**config.mk**
```make
export PLATFORM = sky130hd
export DESIGN_NAME = rgse_kernel
export DESIGN_NICKNAME = d
export VERILOG_FILES = /design/src/design/assert_macros.svh /design/src/design/rgse_pkg.sv /design/src/design/rgse_kernel.sv
export SDC_FILE = /design/constraint.sdc
export NUM_CORES = 1
export LEC_CHECK = 0
export BUFFER_PORTS_ARGS = -buffer_cell sky130_fd_sc_hd__buf_2
export CAP_MARGIN = 20
export CORE_ASPECT_RATIO = 1.5
export CORE_MARGIN = 2
export CORE_UTILIZATION = 45
export DETAILED_ROUTE_END_ITERATION = 8
export PLACE_DENSITY = 0.64
export SLEW_MARGIN = 20
export SYNTH_ARGS = -nofsm -noshare
export SYNTH_HDL_FRONTEND = slang
export SYNTH_SLANG_ARGS = --single-unit
export TNS_END_PERCENT = 20
```
**constraint.sdc**
```tcl
create_clock -name aclk -period 12.3 [get_ports aclk]
set_clock_uncertainty 0.05 [all_clocks]
set_input_delay 0.615 -clock aclk [delete_from_list [all_inputs] [get_ports aclk]]
set_output_delay 0.615 -clock aclk [all_outputs]
set_load 0.05 [all_outputs]
```
**src/design/assert_macros.svh**
```systemverilog
// Assertion helpers for the edge filter RTL.
// Build with ASSERT_OFF defined to drop every check.
`ifndef ASSERT_MACROS_SVH
`define ASSERT_MACROS_SVH

`ifndef ASSERT_OFF

// Check a property on every rising edge outside reset.
`define ASSERT_CLK(lbl, clk, rstn, prop, msg) \
    lbl: assert property (@(posedge clk) disable iff (!rstn) (prop)) else $error(msg);

// Check that a condition never holds outside reset.
`define ASSERT_NEVER(lbl, clk, rstn, cond, msg) \
    lbl: assert property (@(posedge clk) disable iff (!rstn) !(cond)) else $error(msg);

`else

`define ASSERT_CLK(lbl, clk, rstn, prop, msg)
`define ASSERT_NEVER(lbl, clk, rstn, cond, msg)

`endif

`endif

```
**src/design/rgse_pkg.sv**
```systemverilog
`timescale 1ns / 1ps

package rgse_pkg;

    // Configuration register indexes
    localparam logic REG_FRAME_WIDTH  = 1'b0;
    localparam logic REG_FRAME_HEIGHT = 1'b1;

    localparam logic [10:0] FRAME_WIDTH_RESET  = 11'd640;
    localparam logic [10:0] FRAME_HEIGHT_RESET = 11'd480;
    localparam logic [10:0] FRAME_MIN          = 11'd3;
    localparam logic [10:0] FRAME_HEIGHT_MAX   = 11'd1024;

    // Luma weights, sum is 64
    localparam logic [2:0] GRAY_WEIGHT_BLUE  = 3'd7;
    localparam logic [5:0] GRAY_WEIGHT_GREEN = 6'd38;
    localparam logic [4:0] GRAY_WEIGHT_RED   = 5'd19;
    localparam int         GRAY_SHIFT        = 6;

    localparam logic [7:0] MAG_MAX = 8'd255;

    // One column of the two stored lines
    typedef struct packed {
        logic [7:0] older;
        logic [7:0] newer;
    } line_pair_t;

    // Right-hand column of the 3x3 window
    typedef struct packed {
        logic [7:0] top;
        logic [7:0] mid;
        logic [7:0] bot;
    } win_col_t;

    function automatic logic [7:0] rgb_to_gray(logic [7:0] b, logic [7:0] g, logic [7:0] r);
        logic [13:0] acc;
        acc = 14'(b) * 14'(GRAY_WEIGHT_BLUE) + 14'(g) * 14'(GRAY_WEIGHT_GREEN)
            + 14'(r) * 14'(GRAY_WEIGHT_RED);
        return acc[GRAY_SHIFT +: 8];
    endfunction

endpackage

```
**src/design/rgse_kernel.sv**
```systemverilog
`timescale 1ns / 1ps

module rgse_kernel (
    input  logic               aclk,
    input  logic               aresetn,
    input  logic               shift_en,
    input  rgse_pkg::win_col_t col_in,
    output logic [7:0]         magnitude
);
    import rgse_pkg::*;

    logic [7:0] p00_reg, p01_reg, p10_reg, p11_reg, p20_reg, p21_reg;
    logic [9:0] gx_pos, gx_neg, gy_pos, gy_neg;
    logic [9:0] gx_abs, gy_abs;
    logic [10:0] mag_sum;

    // Shift the window one column left as each item retires
    always_ff @(posedge aclk) begin
        if (!aresetn) begin
            p00_reg <= '0;
            p01_reg <= '0;
            p10_reg <= '0;
            p11_reg <= '0;
            p20_reg <= '0;
            p21_reg <= '0;
        end else if (shift_en) begin
            p00_reg <= p01_reg;
            p01_reg <= col_in.top;
            p10_reg <= p11_reg;
            p11_reg <= col_in.mid;
            p20_reg <= p21_reg;
            p21_reg <= col_in.bot;
        end
    end

    // Sobel sums, absolute values and clamp
    always_comb begin
        gx_pos = 10'(col_in.top) + {1'b0, col_in.mid, 1'b0} + 10'(col_in.bot);
        gx_neg = 10'(p00_reg) + {1'b0, p10_reg, 1'b0} + 10'(p20_reg);
        gy_pos = 10'(p20_reg) + {1'b0, p21_reg, 1'b0} + 10'(col_in.bot);
        gy_neg = 10'(p00_reg) + {1'b0, p01_reg, 1'b0} + 10'(col_in.top);
        gx_abs = (gx_pos >= gx_neg) ? (gx_pos - gx_neg) : (gx_neg - gx_pos);
        gy_abs = (gy_pos >= gy_neg) ? (gy_pos - gy_neg) : (gy_neg - gy_pos);
        mag_sum = 11'(gx_abs) + 11'(gy_abs);
        magnitude = (mag_sum > 11'(MAG_MAX)) ? MAG_MAX : mag_sum[7:0];
    end

endmodule
```
==> flow_summary.yaml <==
status:
  status: "finished clean"
logic_synthesis:
  synth-compound-area-share: 0.158
  synth_top_family_by_area: "adder cells"
  mappedNetlistArea_um2: 5930
  synthSimpleGateAreaFrac: 0.119
  yosys_warnings: 0
  synth_nets: 805
  synth.distinct_cells: 52
  syn_inst: 657
  ys_ff_latch: 48
  async_reset_ff_frac: 0
  synthFlopType: "dfxtp_1"
  syn_area_per_cell_um2: 9.02
  synthAdderAreaFrac: 0.302
  muxShareOfSynthArea: 0.102
  synthXorXnorAreaFrac: 0.0813
  synth-edff-count: 0
  yosysSeqAreaShare: 0.162
sta:
  hold_viol_final: 0
  timing.fmax_mhz: 130
  maxSlewViolCount: 0
  fin_crit_sh: 0.624
  worst_pin_slew_ns: 0.855
  finalSetupViolations: 0
  max_slew_margin: 0.428
  whs_ns: 0.472
  fin_crit_ns: 7.67
  setup_tns_ns: 0
  rsz0062_at_grt: "no"
grt:
  grt_max_degree: 49
  antenna_found_initial: 0
  grt_use_total: 0.196
  grt_pass1_vias: 4618
  overflow: 0
  grt_pass1_wl_um: 22200
floorplan:
  die_height_um: 145
  fp.coreArea_um2: 13000
  io_pins: 35
  dieArea_um2: 14100
  initial_utilization: 0.457
  rows: 51
  fp.dieW_um: 97.7
placement:
  gp_congestion: 0.871
  post-dp-hpwl_um: 10900
  port_buffers: 34
clocking:
  cts.path.max_buffers: 2
  cts.hold.buffers_added: 0
  cts.sinks: 48
  cts_tree: "done"
  post_cts_resized: 0
  path_clk_slew_ns: 0.06
  root_buffer: "clkbuf_16"
  htree_levels: 2
  cts_setup_buffers: 0
  cts_buffers: 5
  clock_latency_ns: 0.29
power_and_ir_drop:
  p_sw_w: 0.000815
  swShare: 0.516
  peakVddDrop_mv: 0.227
  power.leakage_nw: 3.17
  p_clk_frac: 0.112
  p_int_w: 0.000763
  powerDensity_nw_per_um2: 247
  seqPwrFrac: 0.107
  combPwrFrac: 0.781
detailed_routing:
  first_pass_iters: 4
  wirelength_um: 13100
  drt_iter0_drc: 137
  routedWlPerCell_um: 15.7
  ant_nets: 0
  viasPerCell: 5.29
  drc: 0
  vias: 4430
critical_path:
  endpoint_kind: "primary output"
  max_stage_delay_ns: 0.70
  cp.arrival_ns: 7.01
  worst_ep_required_time_ns: 11.64
  critPathSlowestCell: "o41ai_4"
  path_class: "in -> out"
  crit_buf_inv: 4
  cp_max_fo: 14
  crit_family: "compound AO/OA/AOI/OAI gates"
  cp_cell_sequence: "buf_2, inv_1, fa_1, inv_1, ha_1, fa_1, a21o_1, a21oi_1, o21bai_1, a21oi_1, xor2_1, ha_1, a21o_1, a31o_1, o41ai_4, mux2_2, fa_1, a21o_1, a21oi_1, o21bai_1, o31ai_1, mux2i_1, or2_2, buf_2"
  cp-start-kind: "input port"
min_path:
  hold_path.class: "reg -> reg"
finish:
  area_delta_synth_final_pct: 7.71
  n_antenna_cell: 0
  num-fill-cells: 1263
  final_net_count: 827
  drive_above_1_share: 0.0736
run:
  cap_violations: 0
==> layout make-up <==
cell class              instances  area, um^2  share of cell area
well taps                     159         199              0.0312
multi-input cells             498        4520               0.708
repair buffers                 35         178              0.0278
flip-flops and latches         48         961               0.151
clock inverters                 2        60.1             0.00941
clock buffers                   5         125              0.0196
inverters                      91         342              0.0535
==> worst register-to-register path: cells and delay by family (launching register included) <==
family | cells | cell delay [ns]
muxes | 1 | 0.11
and+or+nand+nor | 1 | 0.13
DFF | 1 | 0.45
==> kinds of logic after synthesis <==
| kind of cell | Yosys count |
|---|---|
| xor+xnor | 55 |
| flops | 48 |
| buf+inv | 111 |
| simple gates | 129 |
| compound gates | 133 |
| mux | 60 |
| fa+ha+maj | 121 |
==> cell usage after synthesis, drive strengths merged, types with 21 or more instances <==
cell / n / area, um^2
xor2: 23 / 201
o21ai: 21 / 105
fa: 37 / 741
nor2b: 58 / 363
mux2i: 58 / 581
a21oi: 31 / 159
a21o: 24 / 180
dfxtp: 48 / 961
nor2: 27 / 101
ha: 84 / 1050
xnor2: 32 / 280
inv: 91 / 342
==> final timing paths <==
path,start,end,slack [ns],cells after the start
hold reg to reg,p11_reg[5],p10_reg[5],0.47,2
setup / recovery,col_in[1],magnitude[1],4.63,24
hold / removal,p11_reg[5],p10_reg[5],0.47,2
setup reg to reg,p20_reg[7],p20_reg[7],11.50,2
==> routing by layer <==
| layer | GRT usage | vias up | wire length [um] |
|---|---|---|---|
| met5 | 0 | - | 0 |
| li1 | - | 2260 | - |
| met3 | 0.0242 | 18 | 321 |
| met2 | 0.373 | 74 | 6920 |
| met1 | 0.224 | 2078 | 5490 |
| met4 | 0.0687 | 0 | 395 |
==> placed cells by master (no fill, tap or decap), types with 6 or more instances in the layout <==
cell type	count
a21o_1	24
o21ai_0	19
nand2_1	11
nor2b_1	58
ha_1	84
nand2b_1	8
a21oi_1	30
xnor2_1	32
buf_2	34
fa_1	37
inv_1	91
a211oi_1	6
mux2i_1	58
o21bai_1	6
o21a_1	15
nor2_1	27
dfxtp_1	48
xor2_1	23
nor3_1	6
==> power by group through the flow <==
stage	registers, W	clock network, W	logic, W
3_3_place_gp	0.000172	0	0.00122
4_1_cts	0.000169	0.000182	0.00124
2_1_floorplan	0.000171	0	0.000978
6_report	0.000169	0.000176	0.00123
3_5_place_dp	0.000172	0	0.00123
5_1_grt	0.000170	0.000186	0.00136
==> stage by stage <==
step / instance area [um^2] / setup slack (ns) / total power (W) / util / cells
finish: 6380 / 4.63 / 0.00158 / 0.493 / 838
global route: 6380 / 4.13 / 0.00171 / 0.493 / 838
CTS: 6380 / 4.59 / 0.00159 / 0.493 / 838
detailed placement: 6200 / 4.61 / 0.00140 / 0.478 / 831
global placement: 6200 / 4.71 / 0.00139 / 0.478 / 831
floorplan: 5930 / 5.36 / 0.00115 / - / 657
Power figures use the tool's default switching activity.
